--- src/rtl/srsl_pkg.sv ---
// srsl_pkg: shared types, codes and helpers of the s-record stream loader
// used by srsl_front, srsl_queue, srsl_back and the top level
`timescale 1ns / 1ps
package srsl_pkg;

	// result kinds
	localparam logic [1:0] KIND_DATA    = 2'd0;
	localparam logic [1:0] KIND_LINE    = 2'd1;
	localparam logic [1:0] KIND_SUMMARY = 2'd2;

	// status codes
	localparam logic [2:0] ST_OK       = 3'd0;
	localparam logic [2:0] ST_TYPE     = 3'd1;
	localparam logic [2:0] ST_NO_HEX   = 3'd2;
	localparam logic [2:0] ST_SHORT    = 3'd3;
	localparam logic [2:0] ST_CHECKSUM = 3'd4;
	localparam logic [2:0] ST_RANGE    = 3'd5;

	// register indexes
	localparam logic REG_WINDOW_START  = 1'b0;
	localparam logic REG_WINDOW_LENGTH = 1'b1;

	localparam logic [7:0] CHAR_NEWLINE = 8'd10;
	localparam logic [7:0] CHAR_S       = 8'h53;

	// commands from front to back
	typedef enum logic [2:0] {
		CMD_DATA  = 3'b001,
		CMD_CLOSE = 3'b010,
		CMD_EOI   = 3'b100
	} cmd_op_t;

	typedef struct packed {
		cmd_op_t     op;
		logic        reportable;  // line was a record with characters
		logic [2:0]  pre_status;  // outcome of type, hex, length, checksum checks
		logic        need_range;  // data record that passed, window check pending
		logic [31:0] address;     // record address, or data offset for data
		logic [32:0] end_addr;    // record end without wrap
		logic [7:0]  data_byte;
	} cmd_t;

	// hex digit decode, bit 4 set on a non-hex character
	function automatic logic [4:0] hex_value(input logic [7:0] c);
		logic [4:0] v;
		v = 5'h10;
		if (c >= 8'd48 && c <= 8'd57) v = 5'(c - 8'd48);
		else if (c >= 8'd65 && c <= 8'd70) v = 5'(c - 8'd65 + 8'd10);
		else if (c >= 8'd97 && c <= 8'd102) v = 5'(c - 8'd97 + 8'd10);
		return v;
	endfunction

	// address size in bytes of a data record type
	function automatic logic [2:0] address_bytes(input logic [7:0] t);
		logic [2:0] a;
		a = 3'd0;
		if (t == 8'h31) a = 3'd2;
		else if (t == 8'h32) a = 3'd3;
		else if (t == 8'h33) a = 3'd4;
		return a;
	endfunction

endpackage

--- src/rtl/srecord_stream_loader_top.sv ---
// srecord_stream_loader_top: streaming s-record parser top level
// depends on srsl_pkg, srsl_front, srsl_queue, srsl_back
//
// usage:
//  - text enters one character per transfer on the input channel
//    (in_valid/in_ready, character, end_of_input); newline closes a line
//  - results leave on the output channel (out_valid/out_ready): tentative
//    data bytes with window offset, a line outcome per record line until a
//    record fails, and a summary for each end_of_input transfer
//  - window_start (index 0) and window_length (index 1) are written through
//    cfg_we/cfg_index/cfg_data while the block is idle
//  - throughput: one character per cycle while the command queue is not
//    full; a result passes from its queue entry, written at the transfer
//    edge, into the result register, which is loaded when the entry is popped
//  - a two-entry command queue separates decode from the result register;
//    when the receiver stalls, input is still taken until the queue fills
//  - reset clears line state, registers and sticky status
`timescale 1ns / 1ps
module srecord_stream_loader_top #(
	parameter int LINE_CHARS = 515
) (
	input  logic        clk,
	input  logic        arst_n,
	input  logic        in_valid,
	output logic        in_ready,
	input  logic [7:0]  character,
	input  logic        end_of_input,
	output logic        out_valid,
	input  logic        out_ready,
	output logic [1:0]  kind,
	output logic [31:0] offset,
	output logic [7:0]  data_byte,
	output logic [2:0]  status,
	output logic [31:0] loaded_length,
	input  logic        cfg_we,
	input  logic        cfg_index,
	input  logic [31:0] cfg_data
);
	import srsl_pkg::*;

	logic        in_fire;
	logic        push;
	logic        full;
	logic        pop;
	logic        not_empty;
	logic [31:0] window_start;
	cmd_t        push_cmd;
	cmd_t        head;

	assign in_ready = !full;
	assign in_fire  = in_valid && in_ready;

	srsl_front #(.LINE_CHARS(LINE_CHARS)) u_front (
		.clk, .arst_n, .in_fire, .character, .end_of_input, .window_start,
		.push, .cmd(push_cmd)
	);

	srsl_queue u_queue (
		.clk, .arst_n, .push, .push_cmd, .full, .pop, .not_empty, .head
	);

	srsl_back u_back (
		.clk, .arst_n, .cfg_we, .cfg_index, .cfg_data, .window_start,
		.cmd_valid(not_empty), .cmd(head), .pop,
		.out_valid, .out_ready, .kind, .offset, .data_byte, .status, .loaded_length
	);

endmodule

--- src/rtl/srsl_front.sv ---
// srsl_front: per-character line tracking and hex pair decode
// depends on srsl_pkg; emits commands toward srsl_queue
`timescale 1ns / 1ps
module srsl_front #(
	parameter int LINE_CHARS = 515
) (
	input  logic                clk,
	input  logic                arst_n,
	input  logic                in_fire,
	input  logic [7:0]          character,
	input  logic                end_of_input,
	input  logic [31:0]         window_start,
	output logic                push,
	output srsl_pkg::cmd_t      cmd
);
	import srsl_pkg::*;

	localparam int PW = $clog2(LINE_CHARS + 1);

	logic [PW-1:0] pos_q;
	logic          is_record_q;
	logic [7:0]    type_q;
	logic [3:0]    high_q;
	logic          pending_q;
	logic          stopped_q;
	logic [PW-1:0] pairs_q;
	logic [7:0]    len_q;
	logic [7:0]    sum_q;
	logic [7:0]    last_q;
	logic [31:0]   addr_q;

	logic [4:0]  hex;
	logic [2:0]  alen;
	logic [7:0]  pair_byte;
	logic [2:0]  pre_status;
	logic        need_range;
	logic        is_close;
	logic        pair_done;
	logic [31:0] data_off;
	logic [32:0] end_addr;

	assign hex       = hex_value(character);
	assign alen      = address_bytes(type_q);
	assign pair_byte = {high_q, hex[3:0]};
	assign is_close  = in_fire && (end_of_input || (character == CHAR_NEWLINE && pos_q != '0));

	// a hex pair completes on this character
	assign pair_done = in_fire && !end_of_input && character != CHAR_NEWLINE
		&& 32'(pos_q) < 32'(LINE_CHARS) && pos_q > PW'(1) && is_record_q
		&& !stopped_q && !hex[4] && pending_q;

	// record checks that need no window
	always_comb begin
		need_range = 1'b0;
		if (type_q < 8'h30 || type_q > 8'h39 || type_q == 8'h34) pre_status = ST_TYPE;
		else if (pairs_q == '0) pre_status = ST_NO_HEX;
		else if (32'(len_q) >= 32'(pairs_q)) pre_status = ST_SHORT;
		else if (8'hFF - sum_q != last_q) pre_status = ST_CHECKSUM;
		else if (alen == 3'd0) pre_status = ST_OK;
		else if (8'(alen) + 8'd1 >= len_q) pre_status = ST_RANGE;
		else begin
			pre_status = ST_OK;
			need_range = 1'b1;
		end
	end

	assign data_off = addr_q + 32'(pairs_q) - 32'(alen) - 32'd1 - window_start;
	assign end_addr = 33'(addr_q) + 33'(len_q) - 33'(alen) - 33'd1;

	// command build
	always_comb begin
		cmd = '0;
		cmd.op = CMD_DATA;
		push = 1'b0;
		if (is_close) begin
			cmd.op         = end_of_input ? CMD_EOI : CMD_CLOSE;
			cmd.reportable = is_record_q && pos_q != '0;
			cmd.pre_status = pre_status;
			cmd.need_range = need_range;
			cmd.address    = addr_q;
			cmd.end_addr   = end_addr;
			push           = end_of_input || is_record_q;
		end else if (pair_done && alen != 3'd0 && 32'(pairs_q) > 32'(alen)
			&& 32'(pairs_q) < 32'(len_q)) begin
			cmd.address   = data_off;
			cmd.data_byte = pair_byte;
			push          = 1'b1;
		end
	end

	// line state
	always_ff @(posedge clk or negedge arst_n) begin
		if (!arst_n) begin
			pos_q <= '0; is_record_q <= 1'b0; type_q <= '0; high_q <= '0;
			pending_q <= 1'b0; stopped_q <= 1'b0; pairs_q <= '0; len_q <= '0;
			sum_q <= '0; last_q <= '0; addr_q <= '0;
		end else if (is_close) begin
			pos_q <= '0; is_record_q <= 1'b0; type_q <= '0; high_q <= '0;
			pending_q <= 1'b0; stopped_q <= 1'b0; pairs_q <= '0; len_q <= '0;
			sum_q <= '0; last_q <= '0; addr_q <= '0;
		end else if (in_fire && !end_of_input && character != CHAR_NEWLINE
			&& 32'(pos_q) < 32'(LINE_CHARS)) begin
			pos_q <= pos_q + PW'(1);
			if (pos_q == '0) begin
				is_record_q <= (character == CHAR_S);
			end else if (is_record_q && pos_q == PW'(1)) begin
				type_q <= character;
			end else if (is_record_q && !stopped_q) begin
				if (hex[4]) begin
					stopped_q <= 1'b1;
				end else if (!pending_q) begin
					high_q    <= hex[3:0];
					pending_q <= 1'b1;
				end else begin
					pending_q <= 1'b0;
					if (pairs_q != '0) sum_q <= sum_q + last_q;
					last_q  <= pair_byte;
					pairs_q <= pairs_q + PW'(1);
					if (pairs_q == '0) len_q <= pair_byte;
					else if (alen != 3'd0 && 32'(pairs_q) <= 32'(alen))
						addr_q <= {addr_q[23:0], pair_byte};
				end
			end
		end
	end

endmodule

--- src/rtl/srsl_queue.sv ---
// srsl_queue: two-entry command queue between front and back
// depends on srsl_pkg for the command type
`timescale 1ns / 1ps
module srsl_queue (
	input  logic           clk,
	input  logic           arst_n,
	input  logic           push,
	input  srsl_pkg::cmd_t push_cmd,
	output logic           full,
	input  logic           pop,
	output logic           not_empty,
	output srsl_pkg::cmd_t head
);
	import srsl_pkg::*;

	cmd_t       mem_q [2];
	logic       wr_q;
	logic       rd_q;
	logic [1:0] count_q;

	assign full      = (count_q == 2'd2);
	assign not_empty = (count_q != 2'd0);
	assign head      = mem_q[rd_q];

	// storage
	always_ff @(posedge clk) begin
		if (push && !full) mem_q[wr_q] <= push_cmd;
	end

	// pointers and fill count
	always_ff @(posedge clk or negedge arst_n) begin
		if (!arst_n) begin
			wr_q <= 1'b0; rd_q <= 1'b0; count_q <= 2'd0;
		end else begin
			if (push && !full) wr_q <= ~wr_q;
			if (pop && not_empty) rd_q <= ~rd_q;
			count_q <= count_q + 2'(push && !full) - 2'(pop && not_empty);
		end
	end

endmodule

--- src/rtl/srsl_back.sv ---
// srsl_back: window check, sticky status, loaded length and result register
// depends on srsl_pkg; takes commands from srsl_queue
`timescale 1ns / 1ps
module srsl_back (
	input  logic           clk,
	input  logic           arst_n,
	input  logic           cfg_we,
	input  logic           cfg_index,
	input  logic [31:0]    cfg_data,
	output logic [31:0]    window_start,
	input  logic           cmd_valid,
	input  srsl_pkg::cmd_t cmd,
	output logic           pop,
	output logic           out_valid,
	input  logic           out_ready,
	output logic [1:0]     kind,
	output logic [31:0]    offset,
	output logic [7:0]     data_byte,
	output logic [2:0]     status,
	output logic [31:0]    loaded_length
);
	import srsl_pkg::*;

	logic [31:0] ws_q;
	logic [31:0] wl_q;
	logic [32:0] limit_q;
	logic [2:0]  sticky_q;
	logic [32:0] greatest_q;

	logic [2:0]  new_status;
	logic [2:0]  new_sticky;
	logic [32:0] new_greatest;
	logic        produce;

	logic [1:0]  kind_d;
	logic [31:0] offset_d;
	logic [7:0]  data_byte_d;
	logic [2:0]  status_d;
	logic [31:0] loaded_d;

	assign window_start = ws_q;
	assign pop = cmd_valid && (!out_valid || out_ready);

	// record outcome with window check
	always_comb begin
		new_status   = cmd.pre_status;
		new_greatest = greatest_q;
		if (cmd.need_range) begin
			if (cmd.address < ws_q || cmd.end_addr > limit_q) new_status = ST_RANGE;
			else if (cmd.end_addr > greatest_q) new_greatest = cmd.end_addr;
		end
		new_sticky = sticky_q;
		if (cmd.op != CMD_DATA && cmd.reportable && sticky_q == ST_OK) new_sticky = new_status;
		if (new_sticky != ST_OK) new_greatest = greatest_q;
	end

	always_comb begin
		case (cmd.op)
			CMD_DATA:  produce = (sticky_q == ST_OK);
			CMD_CLOSE: produce = cmd.reportable && sticky_q == ST_OK;
			CMD_EOI:   produce = 1'b1;
			default:   produce = 1'b0;
		endcase
	end

	// configuration and sticky state
	always_ff @(posedge clk or negedge arst_n) begin
		if (!arst_n) begin
			ws_q <= '0; wl_q <= '0; limit_q <= '0; sticky_q <= ST_OK; greatest_q <= '0;
		end else begin
			if (cfg_we && cfg_index == REG_WINDOW_START) ws_q <= cfg_data;
			if (cfg_we && cfg_index == REG_WINDOW_LENGTH) wl_q <= cfg_data;
			limit_q <= 33'(ws_q) + 33'(wl_q);
			if (pop && cmd.op != CMD_DATA) begin
				sticky_q   <= new_sticky;
				greatest_q <= new_greatest;
			end
		end
	end

	// result register
	always_ff @(posedge clk or negedge arst_n) begin
		if (!arst_n) begin
			out_valid <= 1'b0;
		end else if (pop) begin
			out_valid <= produce;
		end else if (out_ready) begin
			out_valid <= 1'b0;
		end
	end

	// result fields by command
	always_comb begin
		kind_d      = KIND_DATA;
		offset_d    = '0;
		data_byte_d = '0;
		status_d    = ST_OK;
		loaded_d    = '0;
		case (cmd.op)
			CMD_DATA: begin
				offset_d    = cmd.address;
				data_byte_d = cmd.data_byte;
			end
			CMD_CLOSE: begin
				kind_d   = KIND_LINE;
				status_d = new_status;
			end
			CMD_EOI: begin
				kind_d   = KIND_SUMMARY;
				status_d = new_sticky;
				if (new_sticky == ST_OK && new_greatest > 33'(ws_q))
					loaded_d = 32'(new_greatest - 33'(ws_q));
			end
			default: kind_d = KIND_DATA;
		endcase
	end

	always_ff @(posedge clk) begin
		if (pop) begin
			kind          <= kind_d;
			offset        <= offset_d;
			data_byte     <= data_byte_d;
			status        <= status_d;
			loaded_length <= loaded_d;
		end
	end

endmodule

--- config.mk ---
export PLATFORM = sky130hd
export DESIGN_NAME = srecord_stream_loader_top
export DESIGN_NICKNAME = d
export VERILOG_FILES = /design/src/rtl/srsl_pkg.sv /design/src/rtl/srecord_stream_loader_top.sv /design/src/rtl/srsl_front.sv /design/src/rtl/srsl_queue.sv /design/src/rtl/srsl_back.sv
export SDC_FILE = /design/constraint.sdc
export NUM_CORES = 1
export LEC_CHECK = 0
export BUFFER_PORTS_ARGS = -buffer_cell sky130_fd_sc_hd__clkbuf_2
export CAP_MARGIN = 15
export CORE_MARGIN = 2
export CORE_UTILIZATION = 60
export DETAILED_ROUTE_END_ITERATION = 16
export GPL_ROUTABILITY_DRIVEN = 0
export PLACE_DENSITY = 0.82
export SETUP_SLACK_MARGIN = 0.1
export SYNTH_ARGS = -nofsm -noshare
export SYNTH_HDL_FRONTEND = slang
export SYNTH_HIERARCHICAL = 1
export SYNTH_SLANG_ARGS = --single-unit
--- constraint.sdc ---
create_clock -name clk -period 7.14 [get_ports clk]
set_input_delay 1.428 -clock clk [delete_from_list [all_inputs] [get_ports clk]]
set_output_delay 1.428 -clock clk [all_outputs]
set_load 0.02 [all_outputs]
==> flow_summary_export.csv, run 1 <==
group,metric,value,unit
run_status,status,"completed",
sta,max_freq,0.145,GHz
sta,finalCriticalPeriod,6.88,ns
routing,maxUsedRoutingLayer,"met4",
cts,clockBufferDepth,3,
sta,relSlewSlack,19.7,%
routing,wl_per_cell,21.9,um
synth,ys_async_sr_fraction,48.9,%
critical_path,crit_required,7.49,ns
sta,hold_slack,0.500,ns
sta,skew,0.0150,ns
cts,htreeDepth,2,
critical_path,worstSetupStartpointType,"register",
routing,drc,0,
sta,worstMarginPinSlew,1.21,ns
floorplan,core-area,49100,um^2
sta,rsz0062_at_grt,"no",
critical_path,reg2reg_depth,23,
sta,hold_violations,0,
synth,synth_edf_count,239,
floorplan,dieArea,51700,um^2
hold_path,min_to,"u_front/len_q[2]",
sta,slew_viol_final,0,
grt,grt_pass1_wl,123,mm
synth,syn-cell-area,29900,um^2
routing,antenna_left,0,
synth,synthDistinctLibCells,93,
pwr,peakVddDrop,212,uV
routing,firstDrtPassIters,6,
pwr,p_leak,15.3,nW
sta,setup_tns,0,ns
hold_path,min_from,"u_front/len_q[2]",
synth,ys_seq_area_share,43.1,%
placement,dpl.hpwl,57.4,mm
critical_path,rr_endpoint,"u_back/loaded_length[30]",
grt,grt_util_all_layers,30.7,%
routing,wl,79.2,mm
routing,drt_first_iter_violations,2350,
routing,avgViaCountPerCell,6.32,
critical_path,regToRegStartpoint,"u_queue/rd_q",
critical_path,cp.arrival,7.23,ns
placement,io_buffers,125,
synth,synth_flop_cell,"edfxtp_1",
finish,syn2layout_area_growth,10.5,%
hold_path,hold_depth,2,
routing,wl_met2,36.9,mm
grt,grt_max_degree,171,
floorplan,fp-row-count,81,
sta,fin_crit_sh,96.4,%
routing,met3_length,7.23,mm
grt,grt_antenna_before_repair,2,
job,drv_cap,0,
finish,drive_gt1_share,14.9,%
synth,yosys_warnings,6,
floorplan,fp.dieH,227,um
routing,met1_length,31.1,mm
floorplan,dieWidth,227,um
cts,hold_buffers,0,
cts,cts_tree,"built",
sta,setup_viol,0,
cts,clock_latency,0.61,ns
floorplan,start_util,61.0,%
finish,antenna_cells,0,
hold_path,hp-class,"reg2reg",
cts,cts_sinks,468,
critical_path,rrSetupSlack,0.26,ns
critical_path,path_class,"reg2reg",
routing,vias,22900,
synth,synth_seq_cells,468,
synth,syn_area_per_cell,10.7,um^2
finish,final.fill_count,3514,
grt,grt_pass1_vias,22500,
cts,clk_pin_slew_worst_paths,0.06,ns
pwr,power.density,362,nW/um^2
synth,syn-instance-count,2788,
cts,clock-root-buffer,"clkbuf_16",
floorplan,ios,126,
grt,grt-ovfl-total,0,
critical_path,critical_path.endpoint_type,"register",
finish,nets,3296,
cts,cts_inserted_buffers,48,
synth,syn-num-nets,3166,
critical_path,cp_max_fo,21,
[area by class of cell]
class                           instances  area, um^2  area share [%]
Multi-Input combinational cell       1965       15500            47.0
Inverter                              276        1040            3.13
Clock buffer                           62        1390            4.20
Sequential cell                       468       12900            39.0
Clock inverter                         28         402            1.21
Tap cell                              664         831            2.51
Timing Repair Buffer                  159         971            2.94
[cell usage in the layout, fill, tap and decap left out, types with 10 or more instances in the layout]
cell type | synthesis | final
nand2b_1 | 21 | 21
a211oi_1 | 31 | 31
o31ai_1 | 10 | 10
mux2_2 | 69 | 69
a22o_1 | 48 | 48
nor2_1 | 137 | 136
edfxtp_1 | 239 | 239
a31oi_1 | 14 | 13
nor4_1 | 10 | 10
nand4_1 | 40 | 40
fa_1 | 20 | 20
nor3b_1 | 11 | 10
xor2_1 | 38 | 38
nand2_1 | 189 | 189
mux2_1 | 30 | 30
nor3_1 | 36 | 36
mux2i_1 | 10 | 10
mux2_4 | 79 | 79
clkbuf_16 | 0 | 52
xnor2_1 | 72 | 72
o21bai_1 | 21 | 21
o22ai_1 | 27 | 26
a21o_1 | 71 | 71
or3_1 | 10 | 10
dfrtp_1 | 229 | 228
nor2b_1 | 26 | 25
and2_1 | 79 | 78
nand3_1 | 53 | 53
buf_4 | 1 | 26
ha_1 | 311 | 310
clkbuf_2 | 0 | 124
a21oi_1 | 154 | 152
o21a_1 | 29 | 29
and3_1 | 26 | 25
o21ai_0 | 147 | 144
inv_1 | 275 | 275
[cell usage after synthesis (30+ instances only)]
master,count,area (um^2)
nor2_1,137,514
a21oi_1,154,771
xor2_1,38,333
clkbuf_1,40,150
ha_1,311,3890
nand4_1,40,250
and2_1,79,494
mux2_2,69,777
a21o_1,71,533
xnor2_1,72,631
nor3_1,36,180
edfxtp_1,239,7180
nand3_1,53,265
o21ai_0,147,736
mux2_4,79,1190
a211oi_1,31,233
a22o_1,48,420
nand2_1,189,709
mux2_1,30,338
dfrtp_1,229,5730
inv_1,275,1030
[sequential cells by signal (all words and copies together), names as in the netlist, 8 cells and up]
register	flops
u_queue/mem_q	162
u_back/greatest_q	33
u_back/limit_q	33
u_back/loaded_length	32
u_back/offset	32
u_back/window_start	32
u_back/wl_q	32
u_front/addr_q	32
u_front/pairs_q	10
u_front/pos_q	10
u_back/data_byte	8
u_front/last_q	8
u_front/len_q	8
u_front/sum_q	8
u_front/type_q	8
[metal layers]
metal  vias to the layer above  global-route usage [%]
li1                      10400                       -
met1                     11000                    39.5
met2                      1233                    50.7
met3                       243                    5.16
met4                         0                    14.4
met5                         -                       0
[power by group]
part / internal (mW) / total, mW / switching [mW]
Combinational: 2.16 / 5.35 / 3.19
Clock: 1.71 / 2.83 / 1.13
Sequential: 3.48 / 3.78 / 0.297
[how the worst max path moves through the flow]
stage / from / end / slack [ns] / cells after the start
CTS: u_queue/rd_q / u_back/loaded_length[26] / 0.15 / 22
floorplan: u_queue/rd_q / u_back/loaded_length[30] / 0.80 / 26
detailed placement: u_queue/rd_q / u_back/loaded_length[30] / 0.08 / 22
global route: u_queue/rd_q / u_back/loaded_length[26] / 0.08 / 24
global placement: u_queue/rd_q / u_back/loaded_length[26] / 0.20 / 22
finish: u_queue/rd_q / u_back/loaded_length[30] / 0.26 / 23
[stage by stage]
stage	instances	utilization, %	total power [mW]	area [um^2]	setup slack (ns)
after floorplan	2788	-	7.51	29900	0.801
after global placement	3521	63.4	8.62	31100	0.203
after detailed placement	3521	63.4	8.85	31100	0.0817
after CTS	3612	67.1	11.8	32900	0.150
after global routing	3622	67.4	12.6	33100	0.0801
final	3622	67.4	12.0	33100	0.259
[timing repair]
action                                  4_1_cts  5_1_grt
gates resized for setup                       1       19
setup buffers                                 1        9
pin swaps                                     0        6
endpoints found under the setup margin       32       32
[cell families after synthesis]
| group | after synthesis | share of synthesized area (%) |
|---|---|---|
| buf+inv | 355 | 5.24 |
| flops | 468 | 43.1 |
| other cells | 1 | 0.0125 |
| xor+xnor | 110 | 3.22 |
| simple gates | 694 | 11.9 |
| fa+ha+maj | 331 | 14.3 |
| mux | 188 | 8.03 |
| compound gates | 641 | 14.1 |
[critical path, cell delays in order, from the launching register on]
cell and delay, ns:
dfrtp_4 0.57, buf_4 0.22, buf_4 0.15, mux2_4 0.33, ha_1 0.32, nand2_1 0.07, o21ai_0 0.14, a221oi_2 0.35
o22ai_2 0.16, or4_4 0.44, a21o_1 0.20, or4_4 0.53, buf_8 0.19, mux2_2 0.29, ha_1 0.41, nand4_1 0.20
or4_1 0.58, a211o_1 0.30, nand4_1 0.19, a31oi_2 0.12, o21ai_1 0.21, nand2_1 0.10, a31o_2 0.24, o31a_1 0.29
No activity file was read; power rests on OpenSTA's default activity.
==> run 2: changes to the inputs <==
Settings changed: RECOVER_POWER set to 50, SETUP_SLACK_MARGIN 0.1 to 0.05.
==> run 2 against run 1 <==
  * The flow now finishes with violations (max-capacitance violations, max-slew violations)
  * Clock power about the same
  * Sequential share of layout area increased by 0.21 points
  * Via count decreased by 0.49%
  * Critical endpoint unchanged
==> flow_summary_export.csv, run 2 (same netlist as run 1, synthesis figures left out) <==
group,metric,value,unit
sta,rsz0062_at_grt,"yes",
job,drv_cap,6,
cts,cts_tree,"built",
critical_path,path_class,"reg2reg",
finish,reg_top3,"u_queue/mem_q: 162 flops, u_back/greatest_q: 33 flops, u_back/limit_q: 33 flops",
floorplan,core-area,49100,um^2
finish,largest_reg_flops,162,
finish,final.fill_count,3580,
critical_path,cp_max_fo,21,
finish,largest-register,"u_queue/mem_q",
cts,clock_latency,0.61,ns
pwr,p_leak,14.9,nW
floorplan,dieArea,51700,um^2
critical_path,critPathMaxStageDelay,0.57,ns
floorplan,dieWidth,227,um
critical_path,reg2reg_depth,21,
critical_path,regToRegStartpoint,"u_queue/rd_q",
cts,cts_sinks,468,
cts,htreeDepth,2,
placement,io_buffers,125,
cts,clock-root-buffer,"clkbuf_16",
grt,grt_antenna_before_repair,2,
grt,grt_util_all_layers,30.7,%
hold_path,min_from,"u_front/len_q[2]",
cts,cts_inserted_buffers,48,
floorplan,fp-row-count,81,
routing,wl_per_cell,21.8,um
pwr,power.density,362,nW/um^2
sta,worstMarginPinSlew,3.86,ns
routing,firstDrtPassIters,6,
hold_path,hp-class,"reg2reg",
placement,dpl.hpwl,57.4,mm
critical_path,rr_endpoint,"u_back/loaded_length[30]",
routing,drc,0,
critical_path,path_cells,"buf_8 > mux2_4 > ha_1 > nand4_1 > a21oi_1 > a2111o_1 > or4_1 > a21o_1 > or4_1 > buf_6 > mux2_2 > ha_1 > nand4_1 > or4_1 > a211o_1 > nand4_1 > a31oi_2 > o21ai_1 > nand2_1 > a31o_2 > o31a_1",
finish,nets,3294,
critical_path,crit_required,7.49,ns
finish,final_area,32900,um^2
sta,slew_viol_final,288,
routing,vias,22800,
cts,clockBufferDepth,3,
sta,setup_viol,0,
placement,placed_cell_area,31100,um^2
grt,grt_max_degree,171,
finish,syn2layout_area_growth,9.92,%
run_status,status,"finished with violations",
sta,relSlewSlack,-157,%
hold_path,hold_depth,2,
finish,sequential_cell_area,12900,um^2
critical_path,worstSetupStartpointType,"register",
routing,met3_length,7.30,mm
routing,drt_first_iter_violations,2338,
cts,clk_pin_slew_worst_paths,0.06,ns
floorplan,ios,126,
sta,hold_violations,0,
routing,avgViaCountPerCell,6.29,
critical_path,slowest_stage,"dfrtp_4",
finish,drive_gt1_share,11.6,%
floorplan,start_util,61.0,%
routing,wl,79.0,mm
sta,max_freq,0.144,GHz
finish,final_common_cell,"ha_1",
finish,final_cell_mix,"310 x ha_1, 275 x inv_1, 239 x edfxtp_1, 228 x dfrtp_1, 189 x nand2_1",
sta,setup_tns,0,ns
critical_path,rrSetupSlack,0.22,ns
routing,wl_met2,36.9,mm
critical_path,cp.arrival,7.27,ns
cts,hold_buffers,0,
grt,grt_pass1_wl,123,mm
routing,maxUsedRoutingLayer,"met4",
sta,fin_crit_sh,97.0,%
pwr,peakVddDrop,212,uV
critical_path,critical_path.endpoint_type,"register",
grt,grt_pass1_vias,22500,
hold_path,min_to,"u_front/len_q[2]",
sta,skew,0.0158,ns
finish,multi_input_area,15500,um^2
floorplan,fp.dieH,227,um
run_status,violations,"max-capacitance violations, max-slew violations",
sta,finalCriticalPeriod,6.92,ns
routing,antenna_left,0,
grt,grt-ovfl-total,0,
routing,met1_length,30.9,mm
==> run 2: cell types whose count changed in the layout (fill, tap and decap cells not counted), moves of 2 or more <==
cell      before  now
and2_0         0   32
and2_1        78   48
and2_4         2    0
buf_4         26   20
buf_6          0    2
buf_8          5    2
clkbuf_1       5   91
clkbuf_2     124   43
or4_1          7    9
or4_4          3    1
==> run 2: cell type report <==
class	count	share of cell area (%)
antenna	1	0.00761
clock buffer	62	4.22
clock inverter	28	1.22
inverter	276	3.15
multi-input combinational	1965	47.1
sequential	468	39.3
tap	664	2.53
timing repair buffer	157	2.50
==> run 2: how the worst max path moves through the flow <==
| stage | start | end | cells past startpoint |
|---|---|---|---|
| 2_1_floorplan | u_queue/rd_q | u_back/loaded_length[30] | 26 |
| 3_3_place_gp | u_queue/rd_q | u_back/loaded_length[26] | 22 |
| 3_5_place_dp | u_queue/rd_q | u_back/loaded_length[30] | 22 |
| 4_1_cts | u_queue/rd_q | u_back/loaded_length[26] | 22 |
| 5_1_grt | u_queue/rd_q | u_back/loaded_length[30] | 26 |
| 6_report | u_queue/rd_q | u_back/loaded_length[30] | 21 |
==> run 2: critical path, delay by kind of cell, from the launching register on <==
family	cells	cell delay, ns
buffers and inverters	2	0.44
AOI/OAI and AO/OA	8	1.83
muxes	2	0.66
adders and majority gates	2	0.77
DFF	1	0.57
and+or+nand+nor	7	2.39
==> run 2: where the power goes <==
part / internal, mW / switching [mW]
Sequential: 3.50 / 0.299
Combinational: 2.08 / 3.17
Clock: 1.71 / 1.13
Total: 7.29 / 4.60
==> run 2: layer usage <==
| layer | up-vias | track usage, % |
|---|---|---|
| met4 | 0 | 14.4 |
| met3 | 235 | 5.16 |
| met2 | 1179 | 50.7 |
| met1 | 11000 | 39.5 |
| met5 | - | 0 |
| li1 | 10300 | - |
==> run 2: timing repair <==
action                                  CTS  global route
gates resized for setup                   1            12
endpoints found under the setup margin   31            32
hold endpoints to repair                  0             0
setup buffers                             1             7
pin swaps                                 0             2
==> run 2: through the flow <==
stage | hold slack (ns) | total power, mW | utilization, % | instances | worst slack, ns
floorplan | 0.450 | 7.51 | - | 2788 | 0.801
global placement | 0.472 | 8.62 | 63.4 | 3521 | 0.203
detailed placement | 0.485 | 8.85 | 63.4 | 3521 | 0.0817
CTS | 0.500 | 11.8 | 67.1 | 3612 | 0.150
global route | 0.521 | 12.5 | 67.0 | 3620 | 0.0147
finish | 0.497 | 11.9 | 67.0 | 3621 | 0.215
